File: src/sv/edfq_pkg.sv
// ----------------------------------------------------------------------------
// edfq_pkg: shared types and constants of the EDF run queue
// Sizes, request and status codes, and the entry and command structs that
// pass between the top level and the cells of the sorted chain.
// ----------------------------------------------------------------------------
package edfq_pkg;

  localparam int DEPTH  = 16;
  localparam int ID_W   = 8;
  localparam int DL_W   = 64;
  localparam int CNT_W  = $clog2(DEPTH + 1);
  localparam int CTR_W  = 32;
  localparam int MODE_W = 3;
  localparam int STAT_W = 2;

  typedef enum logic [MODE_W-1:0] {
    MODE_ENQ     = 3'd0,
    MODE_DEQ     = 3'd1,
    MODE_PEEK    = 3'd2,
    MODE_PREEMPT = 3'd3,
    MODE_TICK    = 3'd4
  } mode_t;

  typedef enum logic [STAT_W-1:0] {
    STAT_OK      = 2'd0,
    STAT_FULL    = 2'd1,
    STAT_UNKNOWN = 2'd2,
    STAT_DUP     = 2'd3
  } status_t;

  typedef struct packed {
    logic [ID_W-1:0] id;
    logic [DL_W-1:0] dl;
  } entry_t;

  typedef struct packed {
    logic enq;
    logic deq;
  } cell_cmd_t;

endpackage

File: src/sv/edfq_req_if.sv
// ----------------------------------------------------------------------------
// edfq_req_if: request channel of the EDF run queue
// Valid/ready handshake carrying one request per transaction.
// ----------------------------------------------------------------------------
interface edfq_req_if;
  logic                             valid;
  logic                             ready;
  logic [edfq_pkg::MODE_W-1:0]      mode;
  logic [edfq_pkg::ID_W-1:0]        entity_id;
  logic [edfq_pkg::DL_W-1:0]        deadline;
  logic                             running_valid;
  logic [edfq_pkg::DL_W-1:0]        now;

  modport source (output valid, mode, entity_id, deadline, running_valid, now,
                  input ready);
  modport sink   (input valid, mode, entity_id, deadline, running_valid, now,
                  output ready);
endinterface

File: src/sv/edfq_rsp_if.sv
// ----------------------------------------------------------------------------
// edfq_rsp_if: response channel of the EDF run queue
// Valid/ready handshake carrying one result per transaction.
// ----------------------------------------------------------------------------
interface edfq_rsp_if;
  logic                             valid;
  logic                             ready;
  logic [edfq_pkg::ID_W-1:0]        head_id;
  logic [edfq_pkg::DL_W-1:0]        head_deadline;
  logic                             queue_empty;
  logic [edfq_pkg::CNT_W-1:0]       entry_count;
  logic [edfq_pkg::DL_W-1:0]        earliest;
  logic                             preempt;
  logic                             deadline_missed;
  logic [edfq_pkg::CTR_W-1:0]       preempt_total;
  logic [edfq_pkg::STAT_W-1:0]      status;

  modport source (output valid, head_id, head_deadline, queue_empty, entry_count,
                  earliest, preempt, deadline_missed, preempt_total, status,
                  input ready);
  modport sink   (input valid, head_id, head_deadline, queue_empty, entry_count,
                  earliest, preempt, deadline_missed, preempt_total, status,
                  output ready);
endinterface

File: src/sv/edfq_cell.sv
// ----------------------------------------------------------------------------
// edfq_cell: one slot of the sorted queue
// Holds one entry, compares it against the request key, and on a command
// keeps its entry, takes the new one, or takes a neighbor's entry.
// ----------------------------------------------------------------------------
module edfq_cell (
  input  logic                clk,
  input  edfq_pkg::entry_t    key,
  input  edfq_pkg::cell_cmd_t cmd,
  input  logic                valid,
  input  logic                left_le,
  input  edfq_pkg::entry_t    left,
  input  edfq_pkg::entry_t    right,
  input  logic                found_in,
  output logic                found_out,
  output logic                le_out,
  output edfq_pkg::entry_t    entry,
  output edfq_pkg::entry_t    entry_next
);

  logic hit;

  assign hit       = valid && (entry.id == key.id);
  assign found_out = found_in | hit;
  // Valid entries form a sorted prefix, so le_out is high on a prefix too.
  assign le_out    = valid && (entry.dl <= key.dl);

  always_comb begin
    entry_next = entry;
    if (cmd.enq) begin
      if (!le_out) begin
        if (left_le) begin
          entry_next = key;
        end else begin
          entry_next = left;
        end
      end
    end else if (cmd.deq) begin
      if (found_out) begin
        entry_next = right;
      end
    end
  end

  always_ff @(posedge clk) begin
    entry <= entry_next;
  end

endmodule

File: src/sv/edf_deadline_run_queue.sv
// ----------------------------------------------------------------------------
// edf_deadline_run_queue: earliest-deadline-first run queue
// Sorted chain of cells with a registered response stage.
// ----------------------------------------------------------------------------
// The queue accepts one request per clock cycle and returns its result in the
// cycle after acceptance; a new request is taken while the previous result
// waits, as long as the response register is free or being drained. All
// sixteen cells compare their entries with the request in parallel: an
// enqueue shifts the later entries one cell to the right, and a dequeue
// shifts the entries behind the matching cell one cell to the left, where the
// match position ripples along the chain within the same cycle. No clearing
// pass is needed after reset.
module edf_deadline_run_queue (
  input  logic       clk,
  input  logic       rst,
  edfq_req_if.sink   req,
  edfq_rsp_if.source rsp
);

  localparam int DEPTH = edfq_pkg::DEPTH;

  edfq_pkg::entry_t    ent      [DEPTH];
  edfq_pkg::entry_t    ent_next [DEPTH];
  edfq_pkg::entry_t    key;
  edfq_pkg::cell_cmd_t cmd;
  logic [DEPTH:0]      found;
  logic [DEPTH-1:0]    le;
  logic [DEPTH-1:0]    vld;

  logic [edfq_pkg::CNT_W-1:0]  occupancy;
  logic [edfq_pkg::CNT_W-1:0]  occupancy_next;
  logic [edfq_pkg::DL_W-1:0]   earliest;
  logic [edfq_pkg::DL_W-1:0]   earliest_next;
  logic [edfq_pkg::CTR_W-1:0]  preempt_counter;
  logic [edfq_pkg::CTR_W-1:0]  preempt_counter_next;
  logic                        out_valid;
  logic                        accept;
  logic                        is_enq;
  logic                        is_deq;
  logic                        is_chk;
  logic                        is_tick;
  logic                        full;
  logic                        pre;
  logic                        miss;
  edfq_pkg::status_t           status_next;

  logic [edfq_pkg::ID_W-1:0]   head_id;
  logic [edfq_pkg::DL_W-1:0]   head_deadline;
  logic                        queue_empty;
  logic                        preempt;
  logic                        deadline_missed;
  edfq_pkg::status_t           status;

  assign key.id = req.entity_id;
  assign key.dl = req.deadline;
  assign found[0] = 1'b0;

  for (genvar i = 0; i < DEPTH; i++) begin : g_cell
    edfq_pkg::entry_t left_ent;
    edfq_pkg::entry_t right_ent;
    logic             left_le;

    assign vld[i] = occupancy > edfq_pkg::CNT_W'(i);

    if (i == 0) begin : g_first
      assign left_le  = 1'b1;
      assign left_ent = ent[i];
    end else begin : g_mid
      assign left_le  = le[i-1];
      assign left_ent = ent[i-1];
    end

    if (i == DEPTH - 1) begin : g_last
      assign right_ent = ent[i];
    end else begin : g_inner
      assign right_ent = ent[i+1];
    end

    edfq_cell u_cell (
      .clk       (clk),
      .key       (key),
      .cmd       (cmd),
      .valid     (vld[i]),
      .left_le   (left_le),
      .left      (left_ent),
      .right     (right_ent),
      .found_in  (found[i]),
      .found_out (found[i+1]),
      .le_out    (le[i]),
      .entry     (ent[i]),
      .entry_next(ent_next[i])
    );
  end

  assign accept  = req.valid && req.ready;
  assign is_enq  = req.mode == edfq_pkg::MODE_ENQ;
  assign is_deq  = req.mode == edfq_pkg::MODE_DEQ;
  assign is_chk  = req.mode == edfq_pkg::MODE_PREEMPT;
  assign is_tick = req.mode == edfq_pkg::MODE_TICK;
  assign full    = occupancy == edfq_pkg::CNT_W'(DEPTH);

  assign cmd.enq = accept && is_enq && !found[DEPTH] && !full;
  assign cmd.deq = accept && is_deq && found[DEPTH];

  // The preemption check looks at the queue before the request; neither
  // check nor tick changes the entries.
  always_comb begin
    pre  = 1'b0;
    miss = 1'b0;
    if ((is_chk || is_tick) && req.running_valid && occupancy != '0) begin
      pre = (ent[0].id != req.entity_id) && (ent[0].dl < req.deadline);
    end
    if (is_tick && req.running_valid) begin
      miss = req.now > req.deadline;
    end
  end

  always_comb begin
    occupancy_next       = occupancy;
    earliest_next        = earliest;
    preempt_counter_next = preempt_counter;
    status_next          = edfq_pkg::STAT_OK;
    if (is_enq) begin
      if (found[DEPTH]) begin
        status_next = edfq_pkg::STAT_DUP;
      end else if (full) begin
        status_next = edfq_pkg::STAT_FULL;
      end else begin
        occupancy_next = occupancy + 1'b1;
        if (req.deadline < earliest) begin
          earliest_next = req.deadline;
        end
      end
    end else if (is_deq) begin
      if (!found[DEPTH]) begin
        status_next = edfq_pkg::STAT_UNKNOWN;
      end else begin
        occupancy_next = occupancy - 1'b1;
        earliest_next  = (occupancy_next != '0) ? ent_next[0].dl : '1;
      end
    end else if (is_tick && pre) begin
      preempt_counter_next = preempt_counter + 1'b1;
    end
  end

  assign req.ready = !out_valid || rsp.ready;

  always_ff @(posedge clk) begin
    if (rst) begin
      occupancy       <= '0;
      earliest        <= '1;
      preempt_counter <= '0;
      out_valid       <= 1'b0;
    end else begin
      if (accept) begin
        occupancy       <= occupancy_next;
        earliest        <= earliest_next;
        preempt_counter <= preempt_counter_next;
        out_valid       <= 1'b1;
      end else if (rsp.ready) begin
        out_valid <= 1'b0;
      end
    end
  end

  always_ff @(posedge clk) begin
    if (accept) begin
      head_id         <= (occupancy_next != '0) ? ent_next[0].id : '0;
      head_deadline   <= (occupancy_next != '0) ? ent_next[0].dl : '1;
      queue_empty     <= occupancy_next == '0;
      preempt         <= pre;
      deadline_missed <= miss;
      status          <= status_next;
    end
  end

  assign rsp.valid           = out_valid;
  assign rsp.head_id         = head_id;
  assign rsp.head_deadline   = head_deadline;
  assign rsp.queue_empty     = queue_empty;
  assign rsp.entry_count     = occupancy;
  assign rsp.earliest        = earliest;
  assign rsp.preempt         = preempt;
  assign rsp.deadline_missed = deadline_missed;
  assign rsp.preempt_total   = preempt_counter;
  assign rsp.status          = status;

`ifndef NO_ASSERTIONS
  a_occ_bound: assert property (@(posedge clk) disable iff (rst)
    occupancy <= edfq_pkg::CNT_W'(DEPTH))
    else $error("occupancy exceeds queue depth");

  a_enq_count: assert property (@(posedge clk) disable iff (rst)
    accept && is_enq && !found[DEPTH] && !full |=>
      occupancy == $past(occupancy) + 1'b1 && status == edfq_pkg::STAT_OK)
    else $error("successful enqueue did not grow the queue");

  a_counter_tick_only: assert property (@(posedge clk) disable iff (rst)
    accept && !is_tick |=> preempt_counter == $past(preempt_counter))
    else $error("preemption counter changed outside a tick");

  a_empty_earliest: assert property (@(posedge clk) disable iff (rst)
    occupancy == '0 |-> earliest == '1)
    else $error("earliest deadline not all ones on an empty queue");
`endif

endmodule

File: src/flat_wrapper.sv
// flat-port wrapper written by rule: the top's interface ports become plain ports
module edf_deadline_run_queue_flat 
  (clk, rst, req_valid, req_mode, req_entity_id, req_deadline, req_running_valid, req_now, req_ready, rsp_valid, rsp_head_id, rsp_head_deadline, rsp_queue_empty, rsp_entry_count, rsp_earliest, rsp_preempt, rsp_deadline_missed, rsp_preempt_total, rsp_status, rsp_ready);
  edfq_req_if req_i ();
  edfq_rsp_if rsp_i ();
  input  logic clk;
  input  logic rst;
  input wire logic [$bits(req_i.valid)-1:0] req_valid;
  input wire logic [$bits(req_i.mode)-1:0] req_mode;
  input wire logic [$bits(req_i.entity_id)-1:0] req_entity_id;
  input wire logic [$bits(req_i.deadline)-1:0] req_deadline;
  input wire logic [$bits(req_i.running_valid)-1:0] req_running_valid;
  input wire logic [$bits(req_i.now)-1:0] req_now;
  output wire logic [$bits(req_i.ready)-1:0] req_ready;
  output wire logic [$bits(rsp_i.valid)-1:0] rsp_valid;
  output wire logic [$bits(rsp_i.head_id)-1:0] rsp_head_id;
  output wire logic [$bits(rsp_i.head_deadline)-1:0] rsp_head_deadline;
  output wire logic [$bits(rsp_i.queue_empty)-1:0] rsp_queue_empty;
  output wire logic [$bits(rsp_i.entry_count)-1:0] rsp_entry_count;
  output wire logic [$bits(rsp_i.earliest)-1:0] rsp_earliest;
  output wire logic [$bits(rsp_i.preempt)-1:0] rsp_preempt;
  output wire logic [$bits(rsp_i.deadline_missed)-1:0] rsp_deadline_missed;
  output wire logic [$bits(rsp_i.preempt_total)-1:0] rsp_preempt_total;
  output wire logic [$bits(rsp_i.status)-1:0] rsp_status;
  input wire logic [$bits(rsp_i.ready)-1:0] rsp_ready;
  assign req_i.valid = req_valid;
  assign req_i.mode = req_mode;
  assign req_i.entity_id = req_entity_id;
  assign req_i.deadline = req_deadline;
  assign req_i.running_valid = req_running_valid;
  assign req_i.now = req_now;
  assign req_ready = req_i.ready;
  assign rsp_valid = rsp_i.valid;
  assign rsp_head_id = rsp_i.head_id;
  assign rsp_head_deadline = rsp_i.head_deadline;
  assign rsp_queue_empty = rsp_i.queue_empty;
  assign rsp_entry_count = rsp_i.entry_count;
  assign rsp_earliest = rsp_i.earliest;
  assign rsp_preempt = rsp_i.preempt;
  assign rsp_deadline_missed = rsp_i.deadline_missed;
  assign rsp_preempt_total = rsp_i.preempt_total;
  assign rsp_status = rsp_i.status;
  assign rsp_i.ready = rsp_ready;
  edf_deadline_run_queue u_core (.clk(clk), .rst(rst), .req(req_i), .rsp(rsp_i));
endmodule
File: config.mk
export PLATFORM = sky130hd
export DESIGN_NAME = edf_deadline_run_queue_flat
export DESIGN_NICKNAME = d
export VERILOG_FILES = /design/src/sv/edfq_pkg.sv /design/src/sv/edfq_req_if.sv /design/src/sv/edfq_rsp_if.sv /design/src/sv/edfq_cell.sv /design/src/sv/edf_deadline_run_queue.sv /design/src/flat_wrapper.sv
export SDC_FILE = /design/constraint.sdc
export NUM_CORES = 2
export LEC_CHECK = 0
export CORE_ASPECT_RATIO = 1.2
export CORE_MARGIN = 4
export CORE_UTILIZATION = 65
export DETAILED_ROUTE_END_ITERATION = 8
export DONT_BUFFER_PORTS = 1
export MAX_ROUTING_LAYER = met4
export PLACE_DENSITY = 0.89
export SYNTH_ARGS = -nofsm -noshare
export SYNTH_HDL_FRONTEND = slang
export SYNTH_HIERARCHICAL = 1
export SYNTH_SLANG_ARGS = --single-unit
File: constraint.sdc
create_clock -name clk -period 36.9 [get_ports clk]
set_input_delay 7.38 -clock clk [delete_from_list [all_inputs] [get_ports clk]]
set_output_delay 7.38 -clock clk [all_outputs]
set_load 0.05 [all_outputs]
; After elaboration in Yosys (flattened, before gate mapping)
; Cells that the tools add are included.
[classes]
addsub = 3
magnitude_cmp = 35
eq_ne = 37
mux = 95
n_bitwise = 18
n_reduce_logical = 89
[ops]
columns = operator, count
row1 = 72-bit two-way mux, 75
row2 = 64-bit less-or-equal comparator, 16
row3 = 64-bit two-way mux, 7
row4 = 8-bit == test, 16
row5 = 64-bit less-than comparator, 2
row6 = 64-bit greater-than comparator, 1
row7 = 1-bit logical AND, 43
row8 = 3-bit AND reduction, 14
row9 = 5-bit by 4-bit greater-than comparator with 1-bit output (second input constant), 8
row10 = 2-bit nonzero test, 19
row11 = 32-bit by 1-bit adder with 32-bit output (second input constant), 1
row12 = 2-bit != test (second input constant), 16
row13 = 5-bit two-way mux, 5
row14 = 5-bit by 3-bit greater-than comparator with 1-bit output (second input constant), 4
row15 = 1-bit bitwise OR, 15
row16 = 5-bit nonzero test, 3
row17 = 5-bit by 1-bit greater-than comparator with 1-bit output (second input constant), 2
row18 = 5-bit by 2-bit greater-than comparator with 1-bit output (second input constant), 2
row19 = 2-bit two-way mux, 4
row20 = 8-bit != test, 1
row21 = 6-bit AND reduction, 1
row22 = 5-bit by 1-bit adder with 5-bit output (second input constant), 1
row23 = 5-bit == test (second input constant), 1
row24 = 5-bit logical NOT, 1
row25 = 11 further kinds, 19
[totals]
register_bits = 1331
inputBits = 144
output_inout_bits = 180
wordCells = 319

; Longest topological paths before layout
[depth]
depth_word = 25
depth_mapped = 63
depth_no_buf = 29

; Cells and area by module
; Netlist, hierarchy kept.
[modules_own_cells]
columns = mod, n_inst, cells_per_inst, area_per_inst_um2, seq_area_each_um2
row1 = edfq_cell, 16, 721, 6332.3, 1441.4
row2 = edf_deadline_run_queue, 1, 1419, 12969.9, 4354.2

; Worst setup path after synthesis
; No wires, ideal clock.
[synth_path]
path_type = input-to-reg
startpoint = in req_entity_id[7]
endpoint = reg u_core.head_deadline, in the netlist u_core/rsp.head_deadline[24] (data pin)
setup_ns = 0.265
arrival_time_ns = 18.701
t_required_ns = 36.635
setup_slack_ns = 17.934
stages = 58
n_path_buf = 35
path_cell_list = xor2_1 nor4_1 a41o_1 buf_4 clkbuf_1 a41o_1 buf_4 clkbuf_1 a41o_1 buf_4 clkbuf_1 a41o_1 buf_4 clkbuf_1 a41o_1 buf_4 clkbuf_1 a41o_1 [... 22 more ...] clkbuf_1 a41o_1 buf_4 clkbuf_1 a41o_1 buf_4 clkbuf_1 a41o_1 buf_4 clkbuf_1 nor4_4 nand2_2 nor2_1 clkbuf_1 clkbuf_1 clkbuf_1 a21oi_1 nand2b_1
[synth_rtl]
columns = element, line_no
row1 = "start, declared", flat_wrapper.sv:10  ; input wire logic [$bits(req_i.entity_id)-1:0] req_entity_id;
row2 = "end signal, assigned", edf_deadline_run_queue.sv:169  ; head_deadline <= (occupancy_next != '0) ? ent_next[0].dl : '1;
row3 = "end, declared", edf_deadline_run_queue.sv:48  ; logic [edfq_pkg::DL_W-1:0] head_deadline;

==> flow_metrics.tcl <==
set metrics [dict create \
    postSynthCellCount 13000 \
    routed_wl_um 334000 \
    finalHoldViolCount 0 \
    ios 324 \
    grt_max_degree 281 \
    grt_pass1_wl_um 530000 \
    drc_errors 0 \
    r2r-start "u_core/rsp.entry_count[1]" \
    critPathMaxFanout 280 \
    p_clk_share_pct 18.0 \
    holdBufCountCts 0 \
    cts_buffers 151 \
    viasPerCell 6.84 \
    rows 168 \
    die-area_um2 183000 \
    track_usage_pct 35.5 \
    power_density_nw_per_um2 73.5 \
    p_int_mw 5.06 \
    reg2reg_to "u_core/g_cell[12].u_cell/entry[49]" \
    first_global_vias 100000 \
    hp-start "u_core/g_cell[15].u_cell/entry[21]" \
    crit_path_max_incr_delay_ps 880 \
    first_iter_violations 9458 \
    antenna_found_initial 4 \
    synth_nets 14300 \
    dp.cells 14500 \
    cellLeakagePower_nw 59.1 \
    whs_path_depth 2 \
    insertion_delay_ps 820 \
    timing.fmax_mhz 44.7 \
    fin_crit_ps 22390 \
    rsz0062_at_grt "false" \
    cp.required_ps 37640 \
    worst_setup_path_end_kind "flip-flop" \
    p_switching_mw 3.62 \
    place.gp.congestion 1.02 \
    ant_nets 0 \
    syn_to_final_growth_pct 3.33 \
    crit_top_cell "buf_4" \
    post_cts_resized 0 \
    status "finished clean" \
    setup-violations-final 0 \
    cp.arrival_ps 23120 \
    clkTransAtPathRegs_ps 60 \
    finClkSkew_ps 34.4 \
    setup.worst_path.class "in -> reg" \
    ff2ff_setup_slack_ps 19540 \
    route.vias.total 101000 \
    pwr-share-comb_pct 47.3 \
    worstRegToRegCells 39 \
    switching_share_pct 41.7 \
    cts_tree "done" \
    start_util_pct 65.4 \
    min_to "u_core/g_cell[15].u_cell/entry[21]" \
    worstMarginPinSlew_ps 1440 \
    layout.cells.non_filler 14800 \
    hp-class "reg -> reg" \
    gr-total-overflow 0 \
    cap_violations 0 \
    report.final.slew_viol_count 0 \
    peakVddDrop_uv 53.1 \
    max_slew_margin_pct 2.79 \
    clockBufferDepth 3 \
    syn_area_um2 114000 \
    startpoint_type "input port" \
    io_buffers 0 \
    synth_area_per_cell_um2 8.82 \
    core_um2 175000 \
    cts_root_buffer "clkbuf_16" \
    wire_per_inst_um 22.6 \
    die_y_um 467 \
    pwr-share-seq_pct 34.8 \
    ys_warn_count 6 \
    drtPass1Iterations 7 \
    min_period_over_period_pct 60.7 \
    fin_setup_tns_ps 0 \
    h-tree-depth 4 \
    cts.sinks 1331 \
    die_x_um 391 \
    drive_gt1_share_pct 14.3 \
    dp_hpwl_um 244000 \
    cts_setup_buffers 0 \
    crit_slowest_cell "a41o_2" \
    num-nets-final 13700 \
]
## through the flow
step | utilization [%] | power, mW | setup slack [ps] | hold slack [ps] | area (um^2)
after floorplan | - | 6.14 | 17930 | 541 | 114000
after global placement | 64.7 | 6.73 | 14710 | 569 | 113000
after detailed placement | 64.7 | 7.01 | 14400 | 582 | 113000
after CTS | 67.6 | 8.59 | 15190 | 590 | 118000
after global routing | 67.6 | 9.24 | 13690 | 614 | 118000
final | 67.6 | 8.68 | 14510 | 586 | 118000
## final cells by class
class                   instances  area [um^2]
clock inverters                50          593
diodes                          5         12.5
multi-input cells            9518        77100
repair buffers                118          946
well taps                    2295         2870
clock buffers                 225         4480
flip-flops and latches       1331        27400
fillers                     13500        56600
inverters                    1232         4630
## cells in the final DEF (no fill, tap or decap), types with 17 or more instances in the layout
cell type and n:
dfxtp_1 1254, mux2i_1 1152, clkbuf_8 27, nand2b_1 84, xor2_1 120, o211ai_1 163
a21oi_1 1502, o22ai_1 66, mux2_2 1046, clkbuf_16 158, ha_1 1221, edfxtp_1 77
nor4_1 43, a211oi_1 1004, nand4_1 213, nand2_1 476, and3_1 1022, nor2_1 135
a21boi_0 19, o21ai_0 227, nor4_4 17, buf_4 112, inv_1 1214, or3_1 17
clkbuf_1 40, nand2_2 34, nand4_2 64, a221oi_1 68, nor3_1 95, a21o_1 44
nand3_1 176, o221a_2 145, xnor2_1 20, or2_2 17, nor2b_1 51, and4_1 67
clkinv_2 19
## layer usage
| metal | up-vias | wire length, um | global-route usage (%) |
|---|---|---|---|
| met2 | 4570 | 153000 | 57.3 |
| met4 | 0 | 26000 | 25.4 |
| met1 | 47900 | 131000 | 40.1 |
| met5 | - | 0 | - |
| met3 | 1277 | 23200 | 5.74 |
| li1 | 47200 | - | - |
## flip-flops by register name, indices dropped and copies added (netlist names), 2 cells and up
name and flops:
u_core/g_cell.u_cell/entry 1152, u_core/rsp.earliest 64, u_core/rsp.head_deadline 64, u_core/rsp.preempt_total 32, u_core/rsp.head_id 8, u_core/rsp.entry_count 5
u_core/rsp.status 2
## critical path, delay by kind of cell
kind	cells	cell delay [ps]
AO/OA/AOI/OAI	18	5440
XOR/XNOR	1	150
buffers and inverters	15	7780
AND/OR/NAND/NOR	4	1680
## power groups by stage
stage / Combinational [mW] / Clock, mW / Sequential (mW)
floorplan: 3.45 / 0 / 2.68
global placement: 3.77 / 0 / 2.96
detailed placement: 4.00 / 0 / 3.01
CTS: 4.03 / 1.57 / 2.98
global route: 4.50 / 1.63 / 3.11
finish: 4.10 / 1.56 / 3.02
## worst max path at each step
stage | from | end | slack [ps] | cells after the start
4_1_cts | req_entity_id[7] | u_core/g_cell[12].u_cell/entry[49] | 15190 | 38
5_1_grt | req_entity_id[7] | u_core/g_cell[12].u_cell/entry[10] | 13690 | 38
6_report | req_entity_id[7] | u_core/g_cell[12].u_cell/entry[49] | 14510 | 38
3_3_place_gp | req_entity_id[7] | u_core/g_cell[14].u_cell/entry[21] | 14710 | 40
3_5_place_dp | req_entity_id[7] | u_core/g_cell[12].u_cell/entry[46] | 14400 | 38
2_1_floorplan | req_entity_id[7] | u_core/rsp.head_deadline[24] | 17930 | 58
Note: power is estimated with default switching activity, not from simulation.
